==> src/boc_pkg.sv <==
// ----------------------------------------------------------------------------
// boc_pkg
// Shared widths, codes and the shape record for the broadcast offset block.
// ----------------------------------------------------------------------------
package boc_pkg;

    localparam int IDX_W        = 32;
    localparam int CFG_DATA_W   = 64;
    localparam int RANK_CAP     = 4;
    localparam int MAX_RANK_DEF = 4;
    localparam int DIM_BITS_DEF = 16;
    localparam int DIV_STEP     = 4;

    typedef enum logic [1:0] {
        ST_OK      = 2'd0,
        ST_NO_FIT  = 2'd1,
        ST_TOO_BIG = 2'd2,
        ST_RANGE   = 2'd3
    } status_t;

    typedef enum logic [1:0] {
        CFG_LEFT_DIMS  = 2'd0,
        CFG_RIGHT_DIMS = 2'd1,
        CFG_LEFT_RANK  = 2'd2,
        CFG_RIGHT_RANK = 2'd3
    } cfg_index_t;

    typedef struct packed {
        logic                               fits;
        logic                               big;
        logic [IDX_W-1:0]                   count;
        logic [RANK_CAP-1:0]                l_live;
        logic [RANK_CAP-1:0]                r_live;
        logic [RANK_CAP-1:0][IDX_W-1:0]     l_stride;
        logic [RANK_CAP-1:0][IDX_W-1:0]     r_stride;
    } shape_t;

endpackage

==> src/boc_div.sv <==
// ----------------------------------------------------------------------------
// boc_div
// Pipelined restoring divider, a few quotient bits per stage, with sideband.
// ----------------------------------------------------------------------------
module boc_div
    import boc_pkg::*;
#(
    parameter int DIM_BITS = DIM_BITS_DEF,
    parameter int SW       = IDX_W
)
(
    input  logic                clk,
    input  logic                rst_n,
    input  logic                in_valid,
    output logic                in_ready,
    input  logic [IDX_W-1:0]    in_num,
    input  logic [SW-1:0]       in_side,
    input  logic [DIM_BITS-1:0] divisor,
    output logic                out_valid,
    input  logic                out_ready,
    output logic [IDX_W-1:0]    out_quo,
    output logic [DIM_BITS-1:0] out_rem,
    output logic [SW-1:0]       out_side
);

    localparam int NST = IDX_W / DIV_STEP;

    logic [NST-1:0]      v_reg;
    logic [NST-1:0]      en;
    logic [IDX_W-1:0]    num_reg  [NST];
    logic [DIM_BITS-1:0] rem_reg  [NST];
    logic [SW-1:0]       side_reg [NST];

    genvar i;
    generate
        for (i = 0; i < NST; i++)
        begin : g_stage
            logic                vin;
            logic [IDX_W-1:0]    n_in;
            logic [DIM_BITS-1:0] r_in;
            logic [SW-1:0]       s_in;
            logic [IDX_W-1:0]    n_out;
            logic [DIM_BITS-1:0] r_out;

            if (i == 0)
            begin : g_head
                assign vin  = in_valid;
                assign n_in = in_num;
                assign r_in = '0;
                assign s_in = in_side;
            end
            else
            begin : g_body
                assign vin  = v_reg[i-1];
                assign n_in = num_reg[i-1];
                assign r_in = rem_reg[i-1];
                assign s_in = side_reg[i-1];
            end

            if (i == NST-1)
            begin : g_tail_en
                assign en[i] = !v_reg[i] || out_ready;
            end
            else
            begin : g_mid_en
                assign en[i] = !v_reg[i] || en[i+1];
            end

            always_comb
            begin
                logic [DIM_BITS:0] t;
                n_out = n_in;
                r_out = r_in;
                for (int j = 0; j < DIV_STEP; j++)
                begin
                    t     = {r_out, n_out[IDX_W-1]};
                    n_out = {n_out[IDX_W-2:0], 1'b0};
                    if (t >= {1'b0, divisor})
                    begin
                        t        = t - {1'b0, divisor};
                        n_out[0] = 1'b1;
                    end
                    r_out = t[DIM_BITS-1:0];
                end
            end

            always_ff @(posedge clk or negedge rst_n)
            begin
                if (!rst_n)
                begin
                    v_reg[i] <= 1'b0;
                end
                else if (en[i])
                begin
                    v_reg[i] <= vin;
                end
            end

            always_ff @(posedge clk)
            begin
                if (en[i] && vin)
                begin
                    num_reg[i]  <= n_out;
                    rem_reg[i]  <= r_out;
                    side_reg[i] <= s_in;
                end
            end
        end
    endgenerate

    assign in_ready  = en[0];
    assign out_valid = v_reg[NST-1];
    assign out_quo   = num_reg[NST-1];
    assign out_rem   = rem_reg[NST-1];
    assign out_side  = side_reg[NST-1];

    // a stalled head stage keeps its item
    a_head_hold: assert property (@(posedge clk) disable iff (!rst_n)
        (v_reg[0] && !en[0]) |=> (v_reg[0] && $stable(num_reg[0])))
        else $error("head stage lost its item while stalled");

    // an accepted item lands in the head stage
    a_take: assert property (@(posedge clk) disable iff (!rst_n)
        (in_valid && in_ready) |=> v_reg[0])
        else $error("accepted item not captured");

    // a full pipe with a stalled output takes nothing new
    a_full_stall: assert property (@(posedge clk) disable iff (!rst_n)
        ((&v_reg) && !out_ready) |-> !in_ready)
        else $error("input taken while pipe full and stalled");

endmodule

==> config.mk <==
export PLATFORM = sky130hd
export DESIGN_NAME = boc_div
export DESIGN_NICKNAME = d
export VERILOG_FILES = /design/src/boc_pkg.sv /design/src/boc_div.sv
export SDC_FILE = /design/constraint.sdc
export NUM_CORES = 2
export LEC_CHECK = 0
export ABC_AREA = 1
export BUFFER_PORTS_ARGS = -buffer_cell sky130_fd_sc_hd__buf_2
export CAP_MARGIN = 15
export CORE_MARGIN = 2
export CORE_UTILIZATION = 60
export CTS_CLUSTER_SIZE = 12
export DETAILED_ROUTE_END_ITERATION = 16
export PLACE_DENSITY = 0.77
export SYNTH_ARGS = -nofsm -noshare
export SYNTH_HDL_FRONTEND = slang
export SYNTH_SLANG_ARGS = --single-unit
==> constraint.sdc <==
create_clock -name clk -period 10.4 [get_ports clk]
set_input_delay 1.56 -clock clk [delete_from_list [all_inputs] [get_ports clk]]
set_output_delay 1.56 -clock clk [all_outputs]
set_load 0.01 [all_outputs]
==> impl_metrics.tcl <==
set metrics [dict create \
    status "complete, no violations" \
    max_freq_mhz 101 \
    clk_latency_ps 670 \
    fp.coreArea_um2 83300 \
    whs_ps 402 \
    hold_class "reg2reg" \
    syn2layout_area_growth_pct 10.7 \
    yosys_warnings 0 \
    synth_top_family_by_area "simple AND/OR/NAND/NOR gates" \
    crit_fanout 21 \
    numCtsBuffers 75 \
    ant_nets 0 \
    layout-drive-gt1-share_pct 10.0 \
    syn_avg_cell_area_um2 8.28 \
    start_kind "input pin" \
    finalSetupViolations 0 \
    slew_headroom_pct 23.3 \
    hold_depth 0 \
    netlist_area_um2 50200 \
    drcViolationCount 0 \
    synth_compound_gate_area_share_pct 10.7 \
    cts_tree "done" \
    finalMaxSlewViolations 0 \
    grtUsageTotal_pct 35.3 \
    hold_viol 0 \
    io_pins 166 \
    die-height_um 293 \
    timing.final.crit_period_ps 9860 \
    ys_types 66 \
    yosys.area_share.adder_pct 13.6 \
    post_drt_wl_per_cell_um 20.6 \
    critical_path_depth 49 \
    syn_inst 6066 \
    firstDrtPassIters 6 \
    portBuffers 165 \
    reg2regPathDepth 45 \
    slowest_stage "a221oi_1" \
    crit_family "simple AND/OR/NAND/NOR gates" \
    rows 106 \
    antenna_found_initial 3 \
    synthArstFlopShare_pct 1.23 \
    cap_violations 0 \
    final_common_cell "nand2_1" \
    viasPerCell 5.88 \
    layout_common_cells "1,902 x nand2_1, 640 x edfxtp_1, 544 x inv_1" \
    cts_root_buffer "clkbuf_16" \
    htree_levels 3 \
    grt_max_degree 67 \
    min_period_over_period_pct 94.8 \
    synth_xor_area_share_pct 6.49 \
    clk_pin_slew_ps 70 \
    clock_path_buffers 3 \
    synthSimpleGateAreaFrac_pct 25.1 \
    grt_pass1_wl_mm 236 \
    worst-path-buf-inv 7 \
    cts_sinks 648 \
    skew_ps 51.4 \
    grt_pass1_vias 42100 \
    cp.arrival_ps 10250 \
    hold_buffers 0 \
    muxShareOfSynthArea_pct 0 \
    slowest_delay_ps 450 \
    crit_required_ps 10790 \
    drtIter0Drc 4043 \
    ys_seq_elements 648 \
    fillerInstances 6875 \
    cpMostUsedCell "nand2_1" \
    vias 44200 \
    die_area_um2 86000 \
    die_w_um 293 \
    synth_nets 6679 \
    final_nets 7001 \
    finalWirelength_mm 155 \
    hpwl_mm 116 \
    tightest_slew_ps 1150 \
    synth_edf_count 640 \
    ys_seq_area_share_pct 38.7 \
    ys.flop_type "edfxtp_1" \
    crit_path_end_kind "register" \
    crit_type "in2reg" \
    place.gp.congestion 0.998 \
    start_util_pct 60.3 \
    overflow 0 \
]
## metrics by stage
stage	area [um^2]	utilization, %	setup TNS [ps]	setup slack [ps]	instances
3_5_place_dp	53100	63.8	-4160	-284	7386
4_1_cts	55500	66.7	0	400	7508
5_1_grt	55600	66.8	-98.6	-98.6	7515
2_1_floorplan	50200	-	0	604	6066
3_3_place_gp	53100	63.8	-4600	-295	7386
6_report	55600	66.8	0	542	7515
## synth_stat cells (all sizes together) (31+ instances only)
cell type / count / share of area (%)
nand3b: 33 / 0.52
xor2: 200 / 3.5
nor2: 330 / 2.7
buf: 70 / 0.99
inv: 579 / 4.3
o21ai: 337 / 3.5
nand2: 1946 / 15
edfxtp: 640 / 38
nand3: 399 / 4.4
fa: 31 / 1.2
nor3: 49 / 0.51
a21oi: 431 / 4.4
xnor2: 172 / 3.0
ha: 498 / 12
a21o: 40 / 0.60
nand4: 103 / 1.4
## area by class of cell
type	instances	area (um^2)	area share, %
antenna	2	5.00	0.00900
clock buffer	87	1950	3.51
clock inverter	35	460	0.828
inverter	583	2200	3.96
multi-input combinational	4759	28100	50.6
sequential	648	19400	34.9
tap	1080	1350	2.43
timing repair buffer	321	2080	3.75
## worst paths after layout
path / startpoint / slack, ps / to
setup / recovery: divisor[3] / 540 / rem_reg[1][62]
hold / removal: num_reg[1][3] / 400 / num_reg[1][39]
setup reg to reg: rem_reg[1][33] / 1400 / rem_reg[1][62]
hold reg to reg: num_reg[1][3] / 400 / num_reg[1][39]
max in group asynchronous: rst_n / 9380 / g_stage[1].vin
min in group asynchronous: rst_n / 780 / out_valid
## cells by family after synthesis
logic type / count (synthesis)
XOR/XNOR: 372
flip-flops: 648
AO/OA/AOI/OAI: 947
AND/OR/NAND/NOR: 2911
adder cells (fa/ha/maj): 529
buffers and inverters: 659
## worst reg2reg max path, delay by kind of cell (launching register included)
kind | cells | cell delay (ps)
AND/OR/NAND/NOR | 22 | 2710
XOR/XNOR | 1 | 140
adder cells (fa/ha/maj) | 4 | 1440
buffers and inverters | 4 | 770
AO/OA/AOI/OAI | 14 | 3200
flip-flops | 1 | 460
## per-layer routing
metal	part of all wire, %	global-route usage (%)	vias up
li1	-	-	21400
met1	42	47.4	20400
met2	44	56.2	1970
met3	8.1	5.15	448
met4	5.1	16.9	0
met5	0	0	-
## what timing repair did
item | in CTS | in global routing
resized for setup | 0 | 15
buffers inserted | 0 | 5
endpoints found under the setup margin | 0 | 75
Power is left out: the tool's default activity adds up to more than one toggle a clock period on the data nets, which glitch-free logic cannot reach.
